File: config.mk
export PLATFORM = sky130hd
export DESIGN_NAME = grid_line_rasterizer
export DESIGN_NICKNAME = d
export VERILOG_FILES = /design/src/rtl/glr_pkg.sv /design/src/rtl/glr_step.sv /design/src/rtl/grid_line_rasterizer.sv
export SDC_FILE = /design/constraint.sdc
export NUM_CORES = 1
export LEC_CHECK = 0
export BUFFER_PORTS_ARGS = -buffer_cell sky130_fd_sc_hd__buf_2
export CAP_MARGIN = 30
export CORE_ASPECT_RATIO = 2
export CORE_MARGIN = 4
export CORE_UTILIZATION = 30
export CTS_BUF_LIST = sky130_fd_sc_hd__clkbuf_2 sky130_fd_sc_hd__clkbuf_4 sky130_fd_sc_hd__clkbuf_8
export CTS_CLUSTER_DIAMETER = 100
export CTS_CLUSTER_SIZE = 12
export DETAILED_ROUTE_END_ITERATION = 6
export GPL_ROUTABILITY_DRIVEN = 0
export GPL_TIMING_DRIVEN = 1
export HOLD_SLACK_MARGIN = 0.12
export PLACE_DENSITY = 0.42
export RECOVER_POWER = 50
export SLEW_MARGIN = 0
export SYNTH_ARGS = -nofsm -noshare
export SYNTH_HDL_FRONTEND = slang
export SYNTH_HIERARCHICAL = 1
export SYNTH_SLANG_ARGS = --single-unit
File: constraint.sdc
create_clock -name i_clk -period 5.56 [get_ports i_clk]
set_input_delay 0.278 -clock i_clk [delete_from_list [all_inputs] [get_ports i_clk]]
set_output_delay 0.278 -clock i_clk [all_outputs]
set_load 0.05 [all_outputs]
File: src/rtl/glr_pkg.sv
// ----------------------------------------------------------------------------
// glr_pkg - shared types and constants of the grid line rasterizer
// word layouts, sequencer states and the step unit's interface structs
// ----------------------------------------------------------------------------
package glr_pkg;

    localparam int GRID_SIZE = 64;
    localparam int COORD_W   = $clog2(GRID_SIZE);
    // error is scaled by 2|dx|; it grows by at most 2|dy| per x step
    localparam int ERR_W     = 2 * COORD_W + 4;

    typedef logic [COORD_W-1:0]      t_coord;
    typedef logic signed [ERR_W-1:0] t_err;

    typedef struct packed {
        t_coord start_x;
        t_coord start_y;
        t_coord end_x;
        t_coord end_y;
        logic   paint_value;
    } t_in_word;

    typedef struct packed {
        t_coord cell_x;
        t_coord cell_y;
        logic   cell_value;
        logic   last_cell;
    } t_out_word;

    typedef enum logic [1:0] {
        S_IDLE,
        S_SETUP,
        S_RUN
    } t_state;

    // walker state handed to the step unit
    typedef struct packed {
        t_coord x;
        t_coord y;
        t_err   err;
        t_coord end_x;
        t_coord end_y;
        t_coord abs_dx;
        t_coord abs_dy;
        logic   up_x;
        logic   up_y;
    } t_step_in;

    // walker state after one emitted cell
    typedef struct packed {
        t_coord x;
        t_coord y;
        t_err   err;
        logic   last;
    } t_step_out;

endpackage

File: src/rtl/glr_step.sv
// ----------------------------------------------------------------------------
// glr_step - one step of the line walker
// advances x with an integer error term, or y alone in the trailing run
// ----------------------------------------------------------------------------
module glr_step
    import glr_pkg::*;
(
    input  t_step_in  i_cur,
    output t_step_out o_nxt
);

    logic x_run;
    t_err err_add;
    t_err err_sub;
    t_err dx_ext;
    t_err dy2_ext;
    logic y_step;
    t_coord y_inc;
    t_coord x_inc;

    assign dx_ext  = t_err'({1'b0, i_cur.abs_dx});
    assign dy2_ext = t_err'({1'b0, i_cur.abs_dy, 1'b0});

    assign x_run   = (i_cur.x != i_cur.end_x);
    assign err_add = i_cur.err + dy2_ext;
    assign err_sub = err_add - (dx_ext <<< 1);
    // error at or above one half
    assign y_step  = (err_add >= dx_ext);

    assign x_inc = i_cur.up_x ? i_cur.x + 1'b1 : i_cur.x - 1'b1;
    assign y_inc = i_cur.up_y ? i_cur.y + 1'b1 : i_cur.y - 1'b1;

    always_comb begin
        if (x_run) begin
            o_nxt.x   = x_inc;
            o_nxt.y   = (y_step && (i_cur.y != i_cur.end_y)) ? y_inc : i_cur.y;
            o_nxt.err = y_step ? err_sub : err_add;
        end else begin
            o_nxt.x   = i_cur.x;
            o_nxt.y   = y_inc;
            o_nxt.err = i_cur.err;
        end
        o_nxt.last = (o_nxt.x == i_cur.end_x) && (o_nxt.y == i_cur.end_y);
    end

endmodule

File: src/rtl/grid_line_rasterizer.sv
// ----------------------------------------------------------------------------
// grid_line_rasterizer - walks the grid cells of a line toward an end cell
// sequencer around a shared step unit, one cell per cycle while the output is not stalled, into an out register
// ----------------------------------------------------------------------------
// usage:
//   input channel: one word holds start cell, end cell and paint value; it is
//   taken when i_in_valid is high and o_in_stall is low. o_in_stall stays high
//   from that edge until the line's last cell has been loaded for output.
//   output channel: one word per plotted cell, the end cell excluded; the
//   final cell of a line carries last_cell. a line whose start equals its end
//   produces no word at all.
//   timing: an accepted word goes through the setup state, then the walker
//   emits one cell per cycle while the output register can take it. a new
//   line is taken only once the last cell of the previous one is loaded.
//   the single step unit and the one-word output register set this rate.
//   the first cell is visible after setup, once it is loaded for output.
//   stall: while i_out_stall holds a waiting word the walker freezes; no
//   cell is lost or repeated. the next line can be in setup while the last
//   word of the previous one still waits.
//   reset: synchronous, active low; sequencer returns to idle and the
//   output register is emptied.
// ----------------------------------------------------------------------------
module grid_line_rasterizer
    import glr_pkg::*;
(
    input  logic      i_clk,
    input  logic      i_rst_n,
    input  logic      i_in_valid,
    output logic      o_in_stall,
    input  t_in_word  i_in_word,
    output logic      o_out_valid,
    input  logic      i_out_stall,
    output t_out_word o_out_word
);

    // sequencer
    t_state r_state;
    t_state n_state;

    // walker state
    t_coord r_x;
    t_coord r_y;
    t_coord r_ex;
    t_coord r_ey;
    t_coord r_adx;
    t_coord r_ady;
    logic   r_up_x;
    logic   r_up_y;
    t_err   r_err;
    logic   r_val;

    // output register
    logic      r_out_valid;
    t_out_word r_out_word;

    t_step_in  w_cur;
    t_step_out w_nxt;
    logic      w_accept;
    logic      w_slot_free;
    logic      w_load;
    logic      w_empty_line;
    t_coord    w_adx;
    t_coord    w_ady;

    assign w_accept    = i_in_valid && !o_in_stall;
    assign w_slot_free = !r_out_valid || !i_out_stall;
    assign w_load      = (r_state == S_RUN) && w_slot_free;

    // distances of the latched line, worked out in setup
    assign w_adx = (r_ex > r_x) ? r_ex - r_x : r_x - r_ex;
    assign w_ady = (r_ey > r_y) ? r_ey - r_y : r_y - r_ey;
    assign w_empty_line = (r_x == r_ex) && (r_y == r_ey);

    assign w_cur = '{
        x:      r_x,
        y:      r_y,
        err:    r_err,
        end_x:  r_ex,
        end_y:  r_ey,
        abs_dx: r_adx,
        abs_dy: r_ady,
        up_x:   r_up_x,
        up_y:   r_up_y
    };

    glr_step u_step (
        .i_cur (w_cur),
        .o_nxt (w_nxt)
    );

    // next state
    always_comb begin
        n_state = r_state;
        case (r_state)
            S_IDLE: begin
                if (w_accept) n_state = S_SETUP;
            end
            S_SETUP: begin
                n_state = w_empty_line ? S_IDLE : S_RUN;
            end
            S_RUN: begin
                if (w_load && w_nxt.last) n_state = S_IDLE;
            end
            default: n_state = S_IDLE;
        endcase
    end

    // handshake outputs
    always_comb begin
        o_in_stall = (r_state != S_IDLE);
    end

    always_ff @(posedge i_clk) begin
        if (!i_rst_n) begin
            r_state <= S_IDLE;
        end else begin
            r_state <= n_state;
        end
    end

    // walker registers
    always_ff @(posedge i_clk) begin
        if (w_accept) begin
            r_x   <= i_in_word.start_x;
            r_y   <= i_in_word.start_y;
            r_ex  <= i_in_word.end_x;
            r_ey  <= i_in_word.end_y;
            r_val <= i_in_word.paint_value;
        end else if (r_state == S_SETUP) begin
            r_adx  <= w_adx;
            r_ady  <= w_ady;
            r_up_x <= (r_x < r_ex);
            r_up_y <= (r_y < r_ey);
            // 2|dy| - |dx| stands for slope minus one half
            r_err  <= t_err'({1'b0, w_ady, 1'b0}) - t_err'({1'b0, w_adx});
        end else if (w_load) begin
            r_x   <= w_nxt.x;
            r_y   <= w_nxt.y;
            r_err <= w_nxt.err;
        end
    end

    // output register: current cell goes out as the walker steps past it
    always_ff @(posedge i_clk) begin
        if (!i_rst_n) begin
            r_out_valid <= 1'b0;
        end else if (w_load) begin
            r_out_valid <= 1'b1;
        end else if (!i_out_stall) begin
            r_out_valid <= 1'b0;
        end
    end

    always_ff @(posedge i_clk) begin
        if (w_load) begin
            r_out_word.cell_x     <= r_x;
            r_out_word.cell_y     <= r_y;
            r_out_word.cell_value <= r_val;
            r_out_word.last_cell  <= w_nxt.last;
        end
    end

    assign o_out_valid = r_out_valid;
    assign o_out_word  = r_out_word;

    // an accepted line always passes through setup
    a_accept_setup: assert property (@(posedge i_clk) disable iff (!i_rst_n)
        w_accept |=> (r_state == S_SETUP))
        else $error("accepted line did not enter setup");

    // the walker never sits on the end cell while running
    a_run_not_end: assert property (@(posedge i_clk) disable iff (!i_rst_n)
        (r_state == S_RUN) |-> !w_empty_line)
        else $error("walker running on its end cell");

    // the last cell of a line ends the run
    a_last_ends: assert property (@(posedge i_clk) disable iff (!i_rst_n)
        (w_load && w_nxt.last) |=> (r_state == S_IDLE))
        else $error("run continued past the last cell");

    // each loaded cell moves the walker
    a_walker_moves: assert property (@(posedge i_clk) disable iff (!i_rst_n)
        w_load |=> ((r_x != $past(r_x)) || (r_y != $past(r_y))))
        else $error("walker emitted a cell without moving");

endmodule

**After elaboration in Yosys (flattened, before gate mapping)**

Cells that the tools add are included.

- Flip-flop bits (word level): 72
- Bits of input ports: 29

- Add/subtract/negate cells: 11
- Magnitude comparators: 5
- Equal/unequal tests: 12
- Mux-type cells: 21
- Bitwise logic cells: 1
- Reduce and logical (&&, ||, !) cells: 19

Operators by type and width:

| cell | count |
|---|---|
| 6-bit 2-to-1 mux | 11 |
| 16-bit 2-to-1 mux | 3 |
| 28-bit 2-to-1 mux | 1 |
| 6-bit == test | 4 |
| 6-bit subtractor | 4 |
| 16-bit by 8-bit adder with 16-bit output | 1 |
| 16-bit by 7-bit greater-or-equal comparator with 1-bit output | 1 |
| 16-bit by 8-bit subtractor with 16-bit output | 1 |
| 6-bit by 1-bit adder with 6-bit output (second input constant) | 2 |
| 6-bit greater-than comparator | 2 |
| 6-bit less-than comparator | 2 |
| 6-bit != test | 2 |
| 6-bit by 1-bit subtractor with 6-bit output (second input constant) | 2 |
| 2-bit nonzero test | 4 |
| 7-bit by 6-bit subtractor with 8-bit output | 1 |
| 1-bit logical AND | 6 |
| 2-bit 2-to-1 mux | 3 |
| 2-bit one-hot mux with 3 select lines | 1 |
| 2-bit AND reduction | 3 |
| 2-bit by 1-bit != test with 1-bit output (second input constant) | 2 |
| 2-bit != test (second input constant) | 2 |
| 1-bit zero test | 3 |
| 3-bit AND reduction | 1 |
| 2-bit by 1-bit == test with 1-bit output (second input constant) | 1 |
| 5 further kinds | 6 |

**Logic depth before layout (Yosys ltp)**

- Depth in word-level cells: 10
- Depth in mapped cells: 18

**Modules after synthesis**

Netlist, hierarchy kept.

By module, submodules not included:

| module | times used | cells each | area each (um^2) | sequential area each (um^2) |
|---|---|---|---|---|
| grid_line_rasterizer | 1 | 314 | 3875.0 | 2132.0 |
| glr_step | 1 | 312 | 2307.2 | 0.0 |

**Worst setup path after synthesis**

No wires, ideal clock.

- Path type: flip-flop to flip-flop
- From: reg r_err[1]
- To: reg r_state[1]
- Library setup time: 0.115 ns
- Arrival: 3.618 ns
- Setup slack: 1.828 ns
- Stages on the path, launching flop included: 17
- Path buffers: 0
- Clock period less this slack: 3.732 ns
- Cells stage by stage: edfxtp_1 ha_1 fa_1 a21oi_1 o21ai_0 xor2_1 ha_1 a21oi_1 o31ai_1 nor3_1 o2111ai_4 a31oi_4 mux2_2 o2bb2ai_1 nor4_2 a21oi_1 o21a_1

RTL lines:

| what | RTL line | source |
|---|---|---|
| start, declared | grid_line_rasterizer.sv:49 | `t_err r_err;` |
| start signal, assigned | grid_line_rasterizer.sv:135 | `r_err <= t_err'({1'b0, w_ady, 1'b0}) - t_err'({1'b0, w_adx});` |
| start signal, assigned | grid_line_rasterizer.sv:139 | `r_err <= w_nxt.err;` |
| end signal, assigned | grid_line_rasterizer.sv:117 | `r_state <= n_state;` |
| end, declared | grid_line_rasterizer.sv:37 | `t_state r_state;` |

**Worst setup path in the final report**

- From: reg r_y[0]
- To: reg r_err[9], data pin

- Word-level cells in the longest chain between the ends: 4
- Elaborated cells between the ends (all ways): 6

Ends and longest elaborated chain:

| what | RTL line | source |
|---|---|---|
| start, declared | grid_line_rasterizer.sv:42 | `t_coord r_y;` |
| start signal, assigned | grid_line_rasterizer.sv:125 | `r_y <= i_in_word.start_y;` |
| start signal, assigned | grid_line_rasterizer.sv:138 | `r_y <= w_nxt.y;` |
| 6-bit subtractor / 6-bit greater-than comparator (equally long branches) | grid_line_rasterizer.sv:71 | `assign w_ady = (r_ey > r_y) ? r_ey - r_y : r_y - r_ey;` |
| 6-bit 2-to-1 mux (*) | grid_line_rasterizer.sv:71 |  |
| via w_ady[1] | grid_line_rasterizer.sv:63 | `t_coord w_ady;` |
| 7-bit by 6-bit subtractor with 8-bit output (*) | grid_line_rasterizer.sv:135 |  |
| 16-bit 2-to-1 mux (*) | grid_line_rasterizer.sv:129 | `end else if (r_state == S_SETUP) begin` |

Mark *: on every way through the listed nets, which the timed path passes. The rest lies on a longest branch.
A chain may end at the register's enable or synchronous reset.

==> results.sh <==
export IMPL_status="complete, but fails checks"
export IMPL_failed_checks="max-capacitance violations, max-slew violations"
export IMPL_tritoncts="yes"
export IMPL_max_clock_path_buffers=2
export IMPL_cp_arrival_ns=4.64
export IMPL_dr_pass1_iters=5
export IMPL_wl_met2_um=10600
export IMPL_worst_slew_pin_slew_ns=1.53
export IMPL_hold_viol=0
export IMPL_synth_top_area_share=0.335
export IMPL_worstSetupPathType="reg -> reg"
export IMPL_post_route_util=0.347
export IMPL_maxSlewViolCount=28
export IMPL_dieArea_mm2=0.0231
export IMPL_yosys_top_cells_area="edfxtp_1 (34%), ha_1 (11%), xnor2_1 (5.1%)"
export IMPL_setup_violations_final=0
export IMPL_power_density_mw_per_mm2=505
export IMPL_slew_headroom=-0.0181
export IMPL_syn_area_mm2=0.00618
export IMPL_ys_ff_latch=72
export IMPL_antenna_found_initial=0
export IMPL_cts_setup_buffers=0
export IMPL_cts_resized=0
export IMPL_synth_top_area_cell="edfxtp_1"
export IMPL_vias=4773
export IMPL_wl_um=17500
export IMPL_grt_pass1_wl_um=27300
export IMPL_port_buffer_count=44
export IMPL_maxCapViolCount=1
export IMPL_syn_area_per_cell_um2=9.88
export IMPL_place_area_mm2=0.00668
export IMPL_worstPathRequired_ns=5.81
export IMPL_path_clk_slew_ns=0.08
export IMPL_worst_clock_skew_ns=0.0120
export IMPL_nets=772
export IMPL_core_mm2=0.0204
export IMPL_n_antenna_cell=0
export IMPL_cts_sinks=72
export IMPL_routed_via_density=5.01
export IMPL_drt_iter0_drc=214
export IMPL_m1WireLength_um=5530
export IMPL_grt_max_degree=28
export IMPL_cp_max_fo=9
export IMPL_synthCells=626
export IMPL_die_h_um=211
export IMPL_antenna_left=0
export IMPL_synth_most_common_cell="inv_1"
export IMPL_h_tree_depth=3
export IMPL_hpwl_um=14400
export IMPL_num_rows=74
export IMPL_synthesis_nets=717
export IMPL_holdBufCountCts=14
export IMPL_wire_per_inst_um=18.4
export IMPL_clockRootBuffer="clkbuf_8"
export IMPL_dr_max_layer_used="met4"
export IMPL_synth_edf_count=69
export IMPL_drc=0
export IMPL_final_period_utilization=0.789
export IMPL_initial_core_util=0.304
export IMPL_fin_tns_setup_ns=0
export IMPL_clock_latency_ns=0.38
export IMPL_irDropWorstVdd_uv=214
export IMPL_io_pins=45
export IMPL_fin_crit_ns=4.39
export IMPL_grt_util_all_layers=0.160
export IMPL_critPathCaptureType="flop"
export IMPL_fmax_mhz=228
export IMPL_synthFlopType="edfxtp_1"
export IMPL_grt_overflow=0
export IMPL_start_kind="flop"
export IMPL_grt_pass1_vias=5146
export IMPL_rsz0062_at_grt="no"
export IMPL_yosys_cell_types_count=79
export IMPL_power_mw=3.57
export IMPL_drive_above_1_share=0.159
export IMPL_p_leak_nw=2.90
export IMPL_wl_met3_um=437
export IMPL_hp_class="in -> reg"
export IMPL_final_area_mm2=0.00707
export IMPL_fp_dieW_um=110
export IMPL_area_growth_synth_to_final_pct=14.4
export IMPL_cts_buffers=9
export IMPL_yosys_top_cells_count="inv_1 (72), edfxtp_1 (69), ha_1 (54)"
export IMPL_ys_warn_count=6
export IMPL_ys_async_sr_fraction=0
export IMPL_ys_seq_area_frac=0.345
## flip-flops by register name (all words and copies together), names as in the netlist
name	count
r_ey	6
r_val	1
r_ex	6
o_out_word	14
r_err	16
r_x	6
r_state	2
r_ady	6
r_up_y	1
r_y	6
r_adx	6
o_out_valid	1
r_up_x	1
## metrics by stage
stage / setup WS, ns / hold WS (ns) / std cells
after floorplan: 1.83 / 0.377 / 626
after global placement: 1.21 / 0.406 / 922
after detailed placement: 1.14 / 0.422 / 922
after CTS: 1.12 / 0.159 / 952
after global routing: 0.932 / 0.170 / 952
final: 1.17 / 0.193 / 952
## cell families after synthesis
logic type | count (synthesis) | share of synthesized area
AO/OA/AOI/OAI | 158 | 0.186
XOR/XNOR | 59 | 0.0836
adder cells (fa/ha/maj) | 62 | 0.135
buffers and inverters | 91 | 0.0591
flip-flops | 72 | 0.345
multiplexers | 31 | 0.0553
AND/OR/NAND/NOR | 153 | 0.136
## where the power goes
group	internal (mW)	total (mW)	switching (mW)
clock	0.393	0.598	0.205
combinational	0.879	2.10	1.22
sequential	0.757	0.878	0.121
total	2.03	3.57	1.55
## cells in the final DEF (no fill, tap or decap), types with 12 or more instances in the layout
master and instances:
clkbuf_1 20, edfxtp_1 69, a21oi_1 38, dlygate4sd3_1 14, nand2_1 40, mux2_2 21
buf_2 27, inv_1 72, o21ai_0 24, ha_1 54, nand3_1 20, xnor2_1 36
nor2_1 27, xor2_1 23, a21o_1 12
## critical path, cell delays in order (launching register included)
cell	delay (ns)
edfxtp_1	0.55
ha_1	0.20
inv_1	0.06
fa_1	0.44
a211oi_2	0.40
o31ai_4	0.14
nand2_1	0.27
mux2_2	0.43
ha_1	0.37
and3_1	0.20
a311o_1	0.36
a21oi_1	0.21
o2111a_1	0.47
a21o_2	0.15
## layer usage
layer  vias up  GRT usage
li1       2357          -
met3        52     0.0275
met5         -          0
met2       107      0.322
met4         0     0.0981
met1      2257      0.136
## layout make-up
class / count / area [um^2]
fill: 2159 / 13300
multi-input combinational: 463 / 3690
sequential: 72 / 2130
timing repair buffer: 63 / 365
tap: 266 / 333
inverter: 72 / 270
clock inverter: 6 / 155
clock buffer: 10 / 131
## final timing paths
path	endpoint	cells after the start	slack, ns	start
max reg2reg	r_err[9]	13	1.17	r_y[0]
max	r_err[9]	13	1.17	r_y[0]
min	r_x[2]	2	0.19	i_in_word[21]
min reg2reg	o_out_word[1]	0	0.43	r_val
(Power assumes the default switching activity.)
